$ cat src/design/ps2mc_pkg.sv
// Shared types and constants for the PS/2 mouse packet cursor block.
// No dependencies; imported by every module of the block.
package ps2mc_pkg;

  // Position within the three-byte packet
  localparam logic [1:0] PHASE_STATUS = 2'd0;
  localparam logic [1:0] PHASE_DX     = 2'd1;
  localparam logic [1:0] PHASE_DY     = 2'd2;

  // Configuration register indexes
  localparam logic [1:0] REG_SENSITIVITY = 2'd0;
  localparam logic [1:0] REG_LIMIT_X     = 2'd1;
  localparam logic [1:0] REG_LIMIT_Y     = 2'd2;

  localparam logic [7:0] SENSITIVITY_RST = 8'd16;
  localparam logic [7:0] LIMIT_X_RST     = 8'd79;
  localparam logic [7:0] LIMIT_Y_RST     = 8'd24;

  // Button bits in the status byte and in the masks
  localparam logic [2:0] BTN_LEFT   = 3'h1;
  localparam logic [2:0] BTN_RIGHT  = 3'h2;
  localparam logic [2:0] BTN_MIDDLE = 3'h4;
  localparam logic [2:0] BTN_ALL    = BTN_LEFT | BTN_RIGHT | BTN_MIDDLE;

  // Packet queue between front and back
  localparam int QDEPTH = 2;
  localparam int QPTR_W = 1;

  typedef struct packed {
    logic [2:0] buttons;
    logic [7:0] delta_x;
    logic [7:0] delta_y;
  } packet_t;

  typedef struct packed {
    logic [7:0] sensitivity;
    logic [7:0] limit_x;
    logic [7:0] limit_y;
  } cfg_t;

  typedef struct packed {
    logic full;
    logic empty;
  } queue_stat_t;

endpackage

$ cat src/design/ps2mc_front.sv
// Byte front end: tracks the packet phase, latches status and X delta,
// and pushes a complete packet into the queue. Depends on ps2mc_pkg.
module ps2mc_front (
  input  logic               clk_i,
  input  logic               rst_ni,
  input  logic               in_valid_i,
  output logic               in_ready_o,
  input  logic [7:0]         data_byte_i,
  input  logic               q_full_i,
  output logic               push_o,
  output ps2mc_pkg::packet_t push_pkt_o
);
  import ps2mc_pkg::*;

  logic [1:0] phase_q, phase_d;
  logic [7:0] status_q, status_d;
  logic [7:0] dx_q, dx_d;
  logic       accept;

  // Only the last byte of a packet needs room in the queue
  assign in_ready_o = !((phase_q == PHASE_DY) && q_full_i);
  assign accept     = in_valid_i && in_ready_o;
  assign push_o     = accept && (phase_q == PHASE_DY);

  assign push_pkt_o.buttons = status_q[2:0] & BTN_ALL;
  assign push_pkt_o.delta_x = dx_q;
  assign push_pkt_o.delta_y = data_byte_i;

  always_comb begin
    phase_d  = phase_q;
    status_d = status_q;
    dx_d     = dx_q;
    if (accept) begin
      case (phase_q)
        PHASE_DX: begin
          dx_d    = data_byte_i;
          phase_d = PHASE_DY;
        end
        PHASE_DY: begin
          phase_d = PHASE_STATUS;
        end
        default: begin
          status_d = data_byte_i;
          phase_d  = PHASE_DX;
        end
      endcase
    end
  end

  always_ff @(posedge clk_i or negedge rst_ni) begin
    if (!rst_ni) begin
      phase_q <= PHASE_STATUS;
    end else begin
      phase_q <= phase_d;
    end
  end

  always_ff @(posedge clk_i) begin
    status_q <= status_d;
    dx_q     <= dx_d;
  end

endmodule

$ cat src/design/ps2mc_queue.sv
// Two-entry packet queue between the byte front end and the cursor back end.
// Depends on ps2mc_pkg.
module ps2mc_queue (
  input  logic                   clk_i,
  input  logic                   rst_ni,
  input  logic                   push_i,
  input  ps2mc_pkg::packet_t     push_pkt_i,
  input  logic                   pop_i,
  output ps2mc_pkg::packet_t     pop_pkt_o,
  output ps2mc_pkg::queue_stat_t stat_o
);
  import ps2mc_pkg::*;

  localparam int CNT_W = $clog2(QDEPTH + 1);

  packet_t           mem_q [QDEPTH];
  logic [QPTR_W-1:0] wr_ptr_q, wr_ptr_d;
  logic [QPTR_W-1:0] rd_ptr_q, rd_ptr_d;
  logic [CNT_W-1:0]  cnt_q, cnt_d;

  function automatic logic [QPTR_W-1:0] ptr_inc(input logic [QPTR_W-1:0] p);
    ptr_inc = (p == QPTR_W'(QDEPTH - 1)) ? '0 : p + QPTR_W'(1);
  endfunction

  assign stat_o.full  = (cnt_q == CNT_W'(QDEPTH));
  assign stat_o.empty = (cnt_q == '0);
  assign pop_pkt_o    = mem_q[rd_ptr_q];

  always_comb begin
    wr_ptr_d = push_i ? ptr_inc(wr_ptr_q) : wr_ptr_q;
    rd_ptr_d = pop_i  ? ptr_inc(rd_ptr_q) : rd_ptr_q;
    cnt_d    = cnt_q;
    if (push_i && !pop_i) begin
      cnt_d = cnt_q + CNT_W'(1);
    end else if (pop_i && !push_i) begin
      cnt_d = cnt_q - CNT_W'(1);
    end
  end

  always_ff @(posedge clk_i or negedge rst_ni) begin
    if (!rst_ni) begin
      wr_ptr_q <= '0;
      rd_ptr_q <= '0;
      cnt_q    <= '0;
    end else begin
      wr_ptr_q <= wr_ptr_d;
      rd_ptr_q <= rd_ptr_d;
      cnt_q    <= cnt_d;
    end
  end

  always_ff @(posedge clk_i) begin
    if (push_i) begin
      mem_q[wr_ptr_q] <= push_pkt_i;
    end
  end

endmodule

$ cat src/design/ps2mc_back.sv
// Cursor back end: scales the deltas (stage 1), then updates the clamped
// position and button edges into the output register (stage 2).
// Depends on ps2mc_pkg.
module ps2mc_back #(
  parameter int FRACTION_BITS = 4
) (
  input  logic               clk_i,
  input  logic               rst_ni,
  input  ps2mc_pkg::cfg_t    cfg_i,
  input  logic               q_empty_i,
  input  ps2mc_pkg::packet_t pkt_i,
  output logic               pop_o,
  output logic               out_valid_o,
  input  logic               out_ready_i,
  output logic [7:0]         cursor_col_o,
  output logic [7:0]         cursor_row_o,
  output logic [2:0]         pressed_mask_o,
  output logic [2:0]         released_mask_o,
  output logic               moved_o
);
  import ps2mc_pkg::*;

  localparam int PROD_W = 17;
  localparam int POS_W  = 8 + FRACTION_BITS;
  localparam int SHL    = (FRACTION_BITS >= 4) ? FRACTION_BITS - 4 : 0;
  localparam int SHR    = (FRACTION_BITS < 4) ? 4 - FRACTION_BITS : 0;
  localparam int STEP_W = PROD_W + SHL;
  localparam int SUM_W  = ((POS_W > STEP_W) ? POS_W : STEP_W) + 2;

  // Stage 1: products
  logic                     s1_valid_q;
  logic signed [PROD_W-1:0] prod_x_q, prod_y_q;
  logic [2:0]               s1_btn_q;
  logic                     s1_moved_q;

  // Stage 2: position and output register
  logic [POS_W-1:0] pos_x_q, pos_x_d;
  logic [POS_W-1:0] pos_y_q, pos_y_d;
  logic [2:0]       held_q;
  logic             out_valid_q;
  logic [2:0]       pressed_q, released_q;
  logic             moved_q;

  logic s2_adv, s1_ready;

  logic signed [8:0]        sens_s;
  logic signed [7:0]        dx_s, dy_s;
  logic signed [PROD_W-1:0] prod_x, prod_y;
  logic signed [STEP_W-1:0] step_x, step_y;
  logic signed [SUM_W-1:0]  sum_x, sum_y;
  logic [POS_W-1:0]         hi_x, hi_y;

  function automatic logic [POS_W-1:0] clamp(input logic signed [SUM_W-1:0] v,
                                             input logic [POS_W-1:0] hi);
    if (v[SUM_W-1]) begin
      clamp = '0;
    end else if (v > $signed(SUM_W'(hi))) begin
      clamp = hi;
    end else begin
      clamp = v[POS_W-1:0];
    end
  endfunction

  assign s2_adv   = s1_valid_q && (!out_valid_q || out_ready_i);
  assign s1_ready = !s1_valid_q || s2_adv;
  assign pop_o    = s1_ready && !q_empty_i;

  assign sens_s = $signed({1'b0, cfg_i.sensitivity});
  assign dx_s   = $signed(pkt_i.delta_x);
  assign dy_s   = $signed(pkt_i.delta_y);
  assign prod_x = PROD_W'(dx_s) * PROD_W'(sens_s);
  assign prod_y = PROD_W'(dy_s) * PROD_W'(sens_s);

  // Rescale step (Q4.4 gain, 4 frac bits) to position; the shift floors
  assign step_x = (STEP_W'(prod_x_q) <<< SHL) >>> SHR;
  assign step_y = (STEP_W'(prod_y_q) <<< SHL) >>> SHR;
  assign sum_x  = $signed(SUM_W'(pos_x_q)) + SUM_W'(step_x);
  assign sum_y  = $signed(SUM_W'(pos_y_q)) - SUM_W'(step_y);
  assign hi_x   = POS_W'(cfg_i.limit_x) << FRACTION_BITS;
  assign hi_y   = POS_W'(cfg_i.limit_y) << FRACTION_BITS;

  always_comb begin
    pos_x_d = pos_x_q;
    pos_y_d = pos_y_q;
    if (s2_adv && s1_moved_q) begin
      pos_x_d = clamp(sum_x, hi_x);
      pos_y_d = clamp(sum_y, hi_y);
    end
  end

  always_ff @(posedge clk_i or negedge rst_ni) begin
    if (!rst_ni) begin
      s1_valid_q  <= 1'b0;
      out_valid_q <= 1'b0;
      pos_x_q     <= '0;
      pos_y_q     <= '0;
      held_q      <= '0;
    end else begin
      if (s1_ready) begin
        s1_valid_q <= !q_empty_i;
      end
      if (s2_adv) begin
        out_valid_q <= 1'b1;
        held_q      <= s1_btn_q;
      end else if (out_ready_i) begin
        out_valid_q <= 1'b0;
      end
      pos_x_q <= pos_x_d;
      pos_y_q <= pos_y_d;
    end
  end

  always_ff @(posedge clk_i) begin
    if (pop_o) begin
      prod_x_q   <= prod_x;
      prod_y_q   <= prod_y;
      s1_btn_q   <= pkt_i.buttons;
      s1_moved_q <= (pkt_i.delta_x != '0) || (pkt_i.delta_y != '0);
    end
    if (s2_adv) begin
      pressed_q  <= s1_btn_q & ~held_q;
      released_q <= held_q & ~s1_btn_q;
      moved_q    <= s1_moved_q;
    end
  end

  assign out_valid_o     = out_valid_q;
  assign cursor_col_o    = pos_x_q[POS_W-1:FRACTION_BITS];
  assign cursor_row_o    = pos_y_q[POS_W-1:FRACTION_BITS];
  assign pressed_mask_o  = pressed_q;
  assign released_mask_o = released_q;
  assign moved_o         = moved_q;

endmodule

$ cat src/design/ps2_mouse_packet_cursor_top.sv
// PS/2 mouse packet decoder with cursor tracking: one result per 3 bytes.
// Throughput: one byte per cycle unless a third byte meets a full queue;
// the position loop is a combinational add/clamp. A packet's third byte goes
// via the queue write, multiply stage and position/output register to a result.
// Reset (async, active low): phase, buttons and position cleared; registers
// return to sensitivity 16, limit_x 79, limit_y 24. Depends on ps2mc_pkg.
module ps2_mouse_packet_cursor_top #(
  parameter int FRACTION_BITS = 4
) (
  input  logic       clk_i,
  input  logic       rst_ni,
  input  logic       cfg_valid_i,
  output logic       cfg_ready_o,
  input  logic [1:0] cfg_index_i,
  input  logic [7:0] cfg_data_i,
  input  logic       in_valid_i,
  output logic       in_ready_o,
  input  logic [7:0] data_byte_i,
  output logic       out_valid_o,
  input  logic       out_ready_i,
  output logic [7:0] cursor_col_o,
  output logic [7:0] cursor_row_o,
  output logic [2:0] pressed_mask_o,
  output logic [2:0] released_mask_o,
  output logic       moved_o
);
  import ps2mc_pkg::*;

  cfg_t        cfg_q;
  packet_t     push_pkt, pop_pkt;
  logic        push, pop;
  queue_stat_t q_stat;

  assign cfg_ready_o = 1'b1;

  always_ff @(posedge clk_i or negedge rst_ni) begin
    if (!rst_ni) begin
      cfg_q.sensitivity <= SENSITIVITY_RST;
      cfg_q.limit_x     <= LIMIT_X_RST;
      cfg_q.limit_y     <= LIMIT_Y_RST;
    end else if (cfg_valid_i) begin
      case (cfg_index_i)
        REG_SENSITIVITY: cfg_q.sensitivity <= cfg_data_i;
        REG_LIMIT_X:     cfg_q.limit_x     <= cfg_data_i;
        REG_LIMIT_Y:     cfg_q.limit_y     <= cfg_data_i;
        default: ;
      endcase
    end
  end

  ps2mc_front u_front (
    .clk_i      (clk_i),
    .rst_ni     (rst_ni),
    .in_valid_i (in_valid_i),
    .in_ready_o (in_ready_o),
    .data_byte_i(data_byte_i),
    .q_full_i   (q_stat.full),
    .push_o     (push),
    .push_pkt_o (push_pkt)
  );

  ps2mc_queue u_queue (
    .clk_i     (clk_i),
    .rst_ni    (rst_ni),
    .push_i    (push),
    .push_pkt_i(push_pkt),
    .pop_i     (pop),
    .pop_pkt_o (pop_pkt),
    .stat_o    (q_stat)
  );

  ps2mc_back #(
    .FRACTION_BITS(FRACTION_BITS)
  ) u_back (
    .clk_i          (clk_i),
    .rst_ni         (rst_ni),
    .cfg_i          (cfg_q),
    .q_empty_i      (q_stat.empty),
    .pkt_i          (pop_pkt),
    .pop_o          (pop),
    .out_valid_o    (out_valid_o),
    .out_ready_i    (out_ready_i),
    .cursor_col_o   (cursor_col_o),
    .cursor_row_o   (cursor_row_o),
    .pressed_mask_o (pressed_mask_o),
    .released_mask_o(released_mask_o),
    .moved_o        (moved_o)
  );

`ifndef SYNTHESIS
  a_no_overflow: assert property (@(posedge clk_i) disable iff (!rst_ni)
    push |-> !q_stat.full)
    else $error("packet pushed into full queue");

  a_no_underflow: assert property (@(posedge clk_i) disable iff (!rst_ni)
    pop |-> !q_stat.empty)
    else $error("packet popped from empty queue");

  a_edges_disjoint: assert property (@(posedge clk_i) disable iff (!rst_ni)
    out_valid_o |-> ((pressed_mask_o & released_mask_o) == 3'b000))
    else $error("button both pressed and released");
`endif

endmodule

$ cat config.mk
export PLATFORM = sky130hd
export DESIGN_NAME = ps2_mouse_packet_cursor_top
export DESIGN_NICKNAME = d
export VERILOG_FILES = /design/src/design/ps2mc_pkg.sv /design/src/design/ps2mc_front.sv /design/src/design/ps2mc_queue.sv /design/src/design/ps2mc_back.sv /design/src/design/ps2_mouse_packet_cursor_top.sv
export SDC_FILE = /design/constraint.sdc
export NUM_CORES = 1
export LEC_CHECK = 0
export ABC_AREA = 0
export BUFFER_PORTS_ARGS = -buffer_cell sky130_fd_sc_hd__buf_2
export CAP_MARGIN = 15
export CELL_PAD_IN_SITES_DETAIL_PLACEMENT = 0
export CELL_PAD_IN_SITES_GLOBAL_PLACEMENT = 2
export CORE_MARGIN = 5
export CORE_UTILIZATION = 40
export DETAILED_ROUTE_END_ITERATION = 10
export PLACE_DENSITY_LB_ADDON = 0.2
export SETUP_SLACK_MARGIN = 0.05
export SLEW_MARGIN = 20
export SYNTH_ARGS = -nofsm -noshare
export SYNTH_HDL_FRONTEND = slang
export SYNTH_SLANG_ARGS = --single-unit
$ cat constraint.sdc
create_clock -name clk_i -period 7.8 [get_ports clk_i]
set_input_delay 1.56 -clock clk_i [delete_from_list [all_inputs] [get_ports clk_i]]
set_output_delay 1.56 -clock clk_i [all_outputs]
set_load 0.01 [all_outputs]
==> results.sh <==
export IMPL_dp_slack_ps=1630
export IMPL_ctsHtreeMaxLevel=4
export IMPL_synth_area_per_cell_um2=10.9
export IMPL_fin_ws_ps=1700
export IMPL_seqCellArea_mm2=0.00431
export IMPL_period_share_pct=78.2
export IMPL_ctsRootBufferMaster="clkbuf_16"
export IMPL_slowest_delay_ps=760
export IMPL_critPathArrivalTime_ps=6290
export IMPL_ys_seq_area_share_pct=36.4
export IMPL_async_flop_share_pct=38.6
export IMPL_cp_endpoint="u_back.prod_y_q[16]"
export IMPL_post_drt_wl_per_cell_um=15.8
export IMPL_postRouteWirelength_mm=24.2
export IMPL_ff2ff_path_depth=18
export IMPL_critPathKind="reg -> reg"
export IMPL_drt_iter0_drc=376
export IMPL_initial_core_util_pct=40.2
export IMPL_synthDistinctLibCells=68
export IMPL_vias_per_cell=4.95
export IMPL_cts_tree="built"
export IMPL_coreArea_mm2=0.0294
export IMPL_max_freq_mhz=164
export IMPL_drive_gt1_share_pct=12.9
export IMPL_ys_ff_latch=153
export IMPL_clk_pin_slew_ps=70
export IMPL_rsz0062_at_grt="false"
export IMPL_antenna_found_initial=0
export IMPL_cts_setup_buffers=0
export IMPL_gp_congestion=0.773
export IMPL_place_port_buffers=47
export IMPL_hpwl_mm=18.5
export IMPL_num_antenna_cells=0
export IMPL_grt_ovfl_total=0
export IMPL_layout_cells_non_filler=1527
export IMPL_via_count=7559
export IMPL_hold_class="reg -> reg"
export IMPL_cp_start_kind="register"
export IMPL_worst_pin_slew_ps=1040
export IMPL_hold_ws_ps=444
export IMPL_worst_path_most_repeated_cell="fa_1"
export IMPL_multiInputGateArea_mm2=0.00672
export IMPL_finalCriticalPeriod_ps=6100
export IMPL_clock_skew_ps=13.5
export IMPL_cp_max_fo=11
export IMPL_synthCells=1086
export IMPL_cts_sinks=153
export IMPL_cp_startpoint="u_queue.rd_ptr_q"
export IMPL_ant_nets=0
export IMPL_grt_max_degree=60
export IMPL_grt_pass1_vias=7945
export IMPL_dieArea_mm2=0.0331
export IMPL_r2r_start="u_queue.rd_ptr_q"
export IMPL_io_pins=49
export IMPL_grt_first_pass_wirelength_mm=41.2
export IMPL_placementRows=63
export IMPL_synth_edff_count=94
export IMPL_final_setup_viol_count=0
export IMPL_drc_errors=0
export IMPL_place_inst=1495
export IMPL_max_cap_violations=0
export IMPL_yosysWarningCount=0
export IMPL_drv_slew=0
export IMPL_cts_buffer_depth=2
export IMPL_status="completed"
export IMPL_fillers=2802
export IMPL_cp_required_ps=7990
export IMPL_syn_cell_area_mm2=0.0118
export IMPL_dieWidth_um=182
export IMPL_die_h_um=182
export IMPL_cts_repair_resized=0
export IMPL_area_growth_pct=9.47
export IMPL_final_nets=1352
export IMPL_cts_made_buffers=17
export IMPL_r2r_end="u_back.prod_y_q[16]"
export IMPL_end_kind="register"
export IMPL_r2r_slack_ps=1700
export IMPL_track_usage_pct=15.4
export IMPL_cp_slowest_cell="mux2i_1"
export IMPL_hold_buffers=0
export IMPL_insertion_delay_ps=440
export IMPL_relSlewSlack_pct=28.7
export IMPL_dr_pass1_iters=4
export IMPL_ys_dominant_reg_cell="edfxtp_1"
export IMPL_tns_ps=0
export IMPL_hold_viol_final=0
export IMPL_syn_num_nets=1314
export IMPL_cp_cell_sequence="buf_4, mux2i_1, or2_2, fa_1, fa_1, inv_1, fa_1, inv_1, fa_1, inv_1, ha_1, o21ai_0, a21boi_0, o21ai_0, a22oi_1, a41o_1, o41a_1, xnor2_1"
layout make-up:
class / count / share of cell area [%]
inverter: 160 / 4.64
multi-input combinational: 739 / 51.9
timing repair buffer: 53 / 2.16
sequential: 153 / 33.3
clock buffer: 17 / 3.29
tap: 390 / 3.77
clock inverter: 15 / 0.937
layout by cell type (no fill, tap or decap), types with 8 or more instances in the layout:
cell / netlist / routed
o21ai_0: 32 / 32
mux2_2: 35 / 35
nand3_1: 11 / 11
dfrtp_1: 51 / 51
a21oi_1: 24 / 24
edfxtp_1: 94 / 94
a21o_1: 12 / 12
nor2b_1: 71 / 71
clkbuf_16: 0 / 17
and2_1: 29 / 29
nand2_1: 53 / 53
inv_1: 160 / 160
nor2_1: 46 / 46
fa_1: 76 / 76
buf_2: 1 / 47
xnor2_1: 36 / 36
ha_1: 129 / 129
dfstp_2: 8 / 8
nand2b_1: 31 / 31
or2_2: 10 / 10
o31ai_1: 9 / 9
mux2i_1: 24 / 24
nor3_1: 11 / 11
flip-flops by register name (all words and copies together) (netlist names), 2 cells and up:
register / count
u_front.phase_q: 2
u_front.status_q: 3
u_front.dx_q: 8
u_back.s1_btn_q: 3
u_back.pos_x_q: 12
cfg_q: 24
u_queue.cnt_q: 2
u_back.held_q: 3
u_back.released_mask_o: 3
u_queue.mem_q: 38
u_back.prod_x_q: 17
u_back.pos_y_q: 12
u_back.pressed_mask_o: 3
u_back.prod_y_q: 17
layer usage:
layer	GRT usage [%]	wire length, um	vias up
met5	0	0	-
met4	3.60	291	0
met3	2.70	622	17
met2	25.2	11300	72
met1	21.5	11900	3725
li1	-	-	3745
cell families (layout without fill, tap and decap cells):
family | after synthesis | in the layout | synth area share [%]
AND/OR/NAND/NOR | 295 | 295 | 13.6
adder cells (fa/ha/maj) | 205 | 205 | 26.5
buffers and inverters | 194 | 245 | 6.77
flip-flops | 153 | 153 | 36.4
AO/OA/AOI/OAI | 136 | 136 | 8.08
multiplexers | 59 | 59 | 5.36
XOR/XNOR | 43 | 43 | 3.18
other | 1 | 1 | 0.0317
worst min-delay path by stage:
stage | start | end | cells past startpoint
floorplan | u_front.dx_q[2] | u_queue.mem_q[0][10] | 0
global placement | u_front.dx_q[3] | u_queue.mem_q[0][11] | 0
detailed placement | u_front.status_q[2] | u_queue.mem_q[0][18] | 0
CTS | u_front.status_q[2] | u_queue.mem_q[0][18] | 0
global route | u_front.dx_q[5] | u_queue.mem_q[1][13] | 0
finish | u_front.status_q[2] | u_queue.mem_q[0][18] | 0
per-stage QoR:
stage | area [um^2] | util, %
CTS | 12900 | 44.0
global route | 12900 | 44.0
floorplan | 11800 | -
finish | 12900 | 44.0
detailed placement | 12400 | 42.2
global placement | 12400 | 42.2
cells in the mapped netlist (4+ instances only):
library cell	number	share of area [%]
nor2b_1	71	3.8
o21a_1	6	0.38
a21oi_1	24	1.0
xor2_1	7	0.52
or2_2	10	0.53
nor3_1	11	0.47
nand4b_1	4	0.30
a21o_1	12	0.76
edfxtp_1	94	24
nand2b_1	31	1.6
and2_1	29	1.5
inv_1	160	5.1
xnor2_1	36	2.7
ha_1	129	14
a21boi_0	4	0.25
mux2_2	35	3.3
fa_1	76	13
dfrtp_1	51	11
mux2i_1	24	2.0
nand3_1	11	0.47
nor3b_1	4	0.25
or3_1	5	0.26
a22o_1	5	0.37
o31ai_1	9	0.57
dfstp_2	8	1.8
o21ai_0	32	1.4
buf_4	17	1.1
nand2_1	53	1.7
clkbuf_1	13	0.41
a221o_1	5	0.42
nor2_1	46	1.5
worst max-delay path: cells and delay by family (launching register included):
| kind | cells | cell delay (ps) |
|---|---|---|
| AOI/OAI and AO/OA | 6 | 1250 |
| DFF | 1 | 640 |
| muxes | 1 | 760 |
| and+or+nand+nor | 1 | 250 |
| xor gates and xnor gates | 1 | 130 |
| adders and majority gates | 5 | 2350 |
| buffers and inverters | 4 | 460 |
Power is left out: the tool's default activity adds up to more than one toggle a clock period on the data nets, which glitch-free logic cannot reach.
